===== src/lsht_pkg.sv =====
package lsht_pkg;

    localparam int CoordW    = 24;
    localparam int ThickW    = 16;
    localparam int DistW     = 25;
    localparam int DiffW     = CoordW + 1;
    localparam int ProdW     = 2 * DiffW;
    localparam int MagW      = 50;
    localparam int AccW      = MagW + DistW;
    localparam int RemW      = 2 * MagW;
    localparam int CfgIndexW = 3;

    localparam int LSHT_QUEUE_DEPTH = 2;

    localparam logic signed [CoordW-1:0] CoordMax = 24'sh7FFFFF;
    localparam logic signed [CoordW-1:0] CoordMin = -24'sh800000;

    typedef enum logic [CfgIndexW-1:0] {
        REG_CURSOR_X = 3'd0,
        REG_CURSOR_Y = 3'd1,
        REG_SEL_A_X  = 3'd2,
        REG_SEL_A_Y  = 3'd3,
        REG_SEL_B_X  = 3'd4,
        REG_SEL_B_Y  = 3'd5
    } reg_index_t;

    typedef struct packed {
        logic signed [CoordW-1:0] cursor_x;
        logic signed [CoordW-1:0] cursor_y;
        logic signed [CoordW-1:0] sel_a_x;
        logic signed [CoordW-1:0] sel_a_y;
        logic signed [CoordW-1:0] sel_b_x;
        logic signed [CoordW-1:0] sel_b_y;
    } cfg_t;

    typedef struct packed {
        logic                     kind;
        logic signed [CoordW-1:0] start_x;
        logic signed [CoordW-1:0] start_y;
        logic signed [CoordW-1:0] end_x;
        logic signed [CoordW-1:0] end_y;
        logic        [ThickW-1:0] thickness;
    } seg_in_t;

    typedef struct packed {
        logic        [DistW-1:0]  distance;
        logic                     selected;
        logic signed [CoordW-1:0] box_min_x;
        logic signed [CoordW-1:0] box_min_y;
        logic signed [CoordW-1:0] box_max_x;
        logic signed [CoordW-1:0] box_max_y;
    } hit_out_t;

    typedef struct packed {
        logic                     selected;
        logic signed [CoordW-1:0] box_min_x;
        logic signed [CoordW-1:0] box_min_y;
        logic signed [CoordW-1:0] box_max_x;
        logic signed [CoordW-1:0] box_max_y;
    } side_t;

    // One queued job: the distance is the largest q with q*q*len2 <= mag*mag,
    // or the square root of mag in point mode.
    typedef struct packed {
        logic            pt_mode;
        logic [MagW-1:0] mag;
        logic [MagW-1:0] len2;
        side_t           side;
    } job_t;

endpackage


===== src/lsht_queue.sv =====
module lsht_queue #(
    parameter int DEPTH = lsht_pkg::LSHT_QUEUE_DEPTH
) (
    input  logic           aclk,
    input  logic           aresetn,
    input  logic           in_valid,
    output logic           in_ready,
    input  lsht_pkg::job_t in_job,
    output logic           out_valid,
    input  logic           out_ready,
    output lsht_pkg::job_t out_job
);
    import lsht_pkg::*;

    localparam int PtrW = $clog2(DEPTH);
    localparam int CntW = $clog2(DEPTH + 1);

    job_t            mem_reg [0:DEPTH-1];
    logic [PtrW-1:0] wr_ptr_reg, rd_ptr_reg;
    logic [CntW-1:0] count_reg;
    logic            push, pop;

    assign in_ready  = count_reg != CntW'(DEPTH);
    assign out_valid = count_reg != '0;
    assign out_job   = mem_reg[rd_ptr_reg];
    assign push      = in_valid && in_ready;
    assign pop       = out_valid && out_ready;

    always_ff @(posedge aclk) begin
        if (!aresetn) begin
            wr_ptr_reg <= '0;
            rd_ptr_reg <= '0;
            count_reg  <= '0;
        end else begin
            if (push) begin
                wr_ptr_reg <= (wr_ptr_reg == PtrW'(DEPTH - 1)) ? '0 : wr_ptr_reg + 1'b1;
            end
            if (pop) begin
                rd_ptr_reg <= (rd_ptr_reg == PtrW'(DEPTH - 1)) ? '0 : rd_ptr_reg + 1'b1;
            end
            if (push && !pop) begin
                count_reg <= count_reg + 1'b1;
            end else if (pop && !push) begin
                count_reg <= count_reg - 1'b1;
            end
        end
    end

    always_ff @(posedge aclk) begin
        if (push) begin
            mem_reg[wr_ptr_reg] <= in_job;
        end
    end

endmodule


===== config.mk =====
export PLATFORM = sky130hd
export DESIGN_NAME = lsht_queue
export DESIGN_NICKNAME = d
export VERILOG_FILES = /design/src/lsht_pkg.sv /design/src/lsht_queue.sv
export SDC_FILE = /design/constraint.sdc
export NUM_CORES = 1
export LEC_CHECK = 0
export ABC_AREA = 1
export BUFFER_PORTS_ARGS = -buffer_cell sky130_fd_sc_hd__clkbuf_2
export CORE_MARGIN = 5
export CORE_UTILIZATION = 55
export CTS_CLUSTER_DIAMETER = 150
export DETAILED_ROUTE_END_ITERATION = 12
export GPL_ROUTABILITY_DRIVEN = 0
export PLACE_DENSITY = 0.81
export SLEW_MARGIN = 30
export SYNTH_ARGS = -nofsm -noshare
export SYNTH_HDL_FRONTEND = slang
export SYNTH_SLANG_ARGS = --single-unit

===== constraint.sdc =====
create_clock -name aclk -period 19.5 [get_ports aclk]
set_clock_uncertainty 0.05 [all_clocks]
set_input_delay 0.975 -clock aclk [delete_from_list [all_inputs] [get_ports aclk]]
set_output_delay 0.975 -clock aclk [all_outputs]
set_load 0.02 [all_outputs]

==> impl_metrics.tcl <==
set metrics [dict create \
    crit_required_ps 18480 \
    synth_warnings 0 \
    ir_drop_mv 0.101 \
    wire_per_inst_um 21.5 \
    cap_violations 0 \
    setup-tns-final_ps 0 \
    post-dp-hpwl_mm 22.1 \
    dieArea_sq_um 30600 \
    cts_buffers 40 \
    leakage_uw 0.00722 \
    via_per_inst 5.26 \
    crit_type "flip-flop to output pin" \
    root_buffer "clkbuf_16" \
    holdCritPathClass "flip-flop to flip-flop" \
    path_clk_slew_ps 60 \
    yosysSeqAreaShare 0.802 \
    worstPathCellList "buf_16 > buf_6 > mux2_2 > clkbuf_2" \
    setup_slack_ps 15680 \
    endpoint_kind "output pin" \
    areaGrowthSynthToFinish_pct 23.9 \
    hold_viol_final 0 \
    layout_commonest_cell "clkbuf_2" \
    rows 60 \
    setup_violations 0 \
    portBuffers 401 \
    cts_sinks 401 \
    hold_depth 2 \
    htree_levels 2 \
    fillers 1729 \
    drt_iter0_drc 565 \
    clk_latency_ps 510 \
    fin_hold_ws_ps 446 \
    fmax_mhz 262 \
    synth_cells 653 \
    chipHeight_um 175 \
    largest_reg_flops 396 \
    min_period_over_period 0.196 \
    p_per_area_nw_per_um2 133 \
    finalPower_uw 2470 \
    layout_common_cells "clkbuf_2, edfxtp_1, mux2_4" \
    core_sq_um 26900 \
    max_stage_delay_ps 680 \
    ys_ff_latch 401 \
    syn_area_sq_um 14900 \
    synth_fp_nets 856 \
    grt_pass1_wl_mm 46.6 \
    crit_path_start_kind "flip-flop" \
    cts_setup_buffers 0 \
    final_nets 1288 \
    antenna_left 0 \
    r2r_cells 6 \
    path_max_fanout 64 \
    fin_crit_ps 3820 \
    cts_hold_buf 0 \
    finalWirelength_mm 31.3 \
    antenna_found_initial 1 \
    rsz0062_at_grt "no" \
    grt_pass1_vias 8100 \
    outcome "finished clean" \
    grt_usage 0.199 \
    initial_core_util 0.556 \
    die_w_um 175 \
    grt_max_degree 82 \
    drive_above_1_share 0.593 \
    slew_viol_final 0 \
    vias 7628 \
    cts.repair.resized 0 \
    cts_tree "done" \
    grt-ovfl-total 0 \
    firstDrtPassIters 4 \
    max_slew_margin 0.355 \
    arrival_ps 2790 \
    tightest_slew_ps 967 \
    cp_slowest_cell "dfxtp_4" \
    route.detailed.drc 0 \
    pin_count 402 \
    synth_cell_types 15 \
    syn_area_per_cell_sq_um 22.9 \
    dpl_worst_slack_ps 15940 \
    clk_path_buf_depth 3 \
]
final timing paths:
| check | startpoint | endpoint | slack, ps |
|---|---|---|---|
| hold reg to reg | rd_ptr_reg$_SDFFE_PN0P_ | flip-flop | 450 |
| setup reg to reg | count_reg[0]$_SDFFE_PN0P_ | mem_reg[0][83]$_DFFE_PP_ | 16730 |
| hold / removal | rd_ptr_reg$_SDFFE_PN0P_ | flip-flop | 450 |
| setup / recovery | flip-flop | out_job[161] | 15680 |
layer usage:
layer / vias to the layer above / routed length, um / global-route usage
met3: 53 / 2990 / 0.0677
met5: - / 0 / 0
li1: 3457 / - / -
met4: 0 / 791 / 0.0606
met1: 3759 / 11900 / 0.240
met2: 359 / 15500 / 0.341
per-stage QoR:
stage | util | cell area [sq um] | instances
floorplan | - | 14900 | 653
global placement | 0.642 | 17300 | 1381
detailed placement | 0.644 | 17300 | 1383
CTS | 0.688 | 18500 | 1449
global route | 0.689 | 18500 | 1451
finish | 0.689 | 18500 | 1451
logic make-up after synthesis:
group | after synthesis | share of synthesized area
compound gates | 4 | 0.00151
simple gates | 19 | 0.00502
flops | 401 | 0.802
buf+inv | 30 | 0.0157
mux | 198 | 0.175
fa+ha+maj | 1 | 0.000837
layout make-up:
cell class / instances / area [sq um] / share of cell area
Antenna cell: 1 / 2.50 / 0.000135
Clock buffer: 52 / 1070 / 0.0576
Timing Repair Buffer: 412 / 2150 / 0.116
Tap cell: 341 / 427 / 0.0230
Clock inverter: 14 / 108 / 0.00581
Multi-Input combinational cell: 222 / 2730 / 0.148
Inverter: 8 / 30.0 / 0.00162
Sequential cell: 401 / 12000 / 0.648
synthesized netlist by cell type:
master | number | area, sq um
o21a_1 | 1 | 7.51
o21ai_0 | 2 | 10.0
inv_1 | 8 | 30.0
mux2_4 | 101 | 1520
ha_1 | 1 | 12.5
mux2_2 | 97 | 1090
edfxtp_1 | 396 | 11900
nor2_1 | 8 | 30.0
nand3_1 | 1 | 5.00
buf_2 | 7 | 35.0
nand2_1 | 9 | 33.8
buf_6 | 15 | 169
nand4_1 | 1 | 6.26
dfxtp_1 | 5 | 100
a21oi_1 | 1 | 5.00
critical path, delay by kind of cell (launching register included):
family | cells | cell delay (ps)
mux | 1 | 420
flops | 1 | 680
buf+inv | 3 | 1040
power by group:
| part | total, uW | leakage, uW | internal (uW) | switching (uW) |
|---|---|---|---|---|
| Sequential | 1130 | 0.00374 | 1090 | 37.4 |
| Clock | 689 | 0.000570 | 408 | 281 |
| Combinational | 649 | 0.00292 | 261 | 388 |
Power figures use the tool's default switching activity.
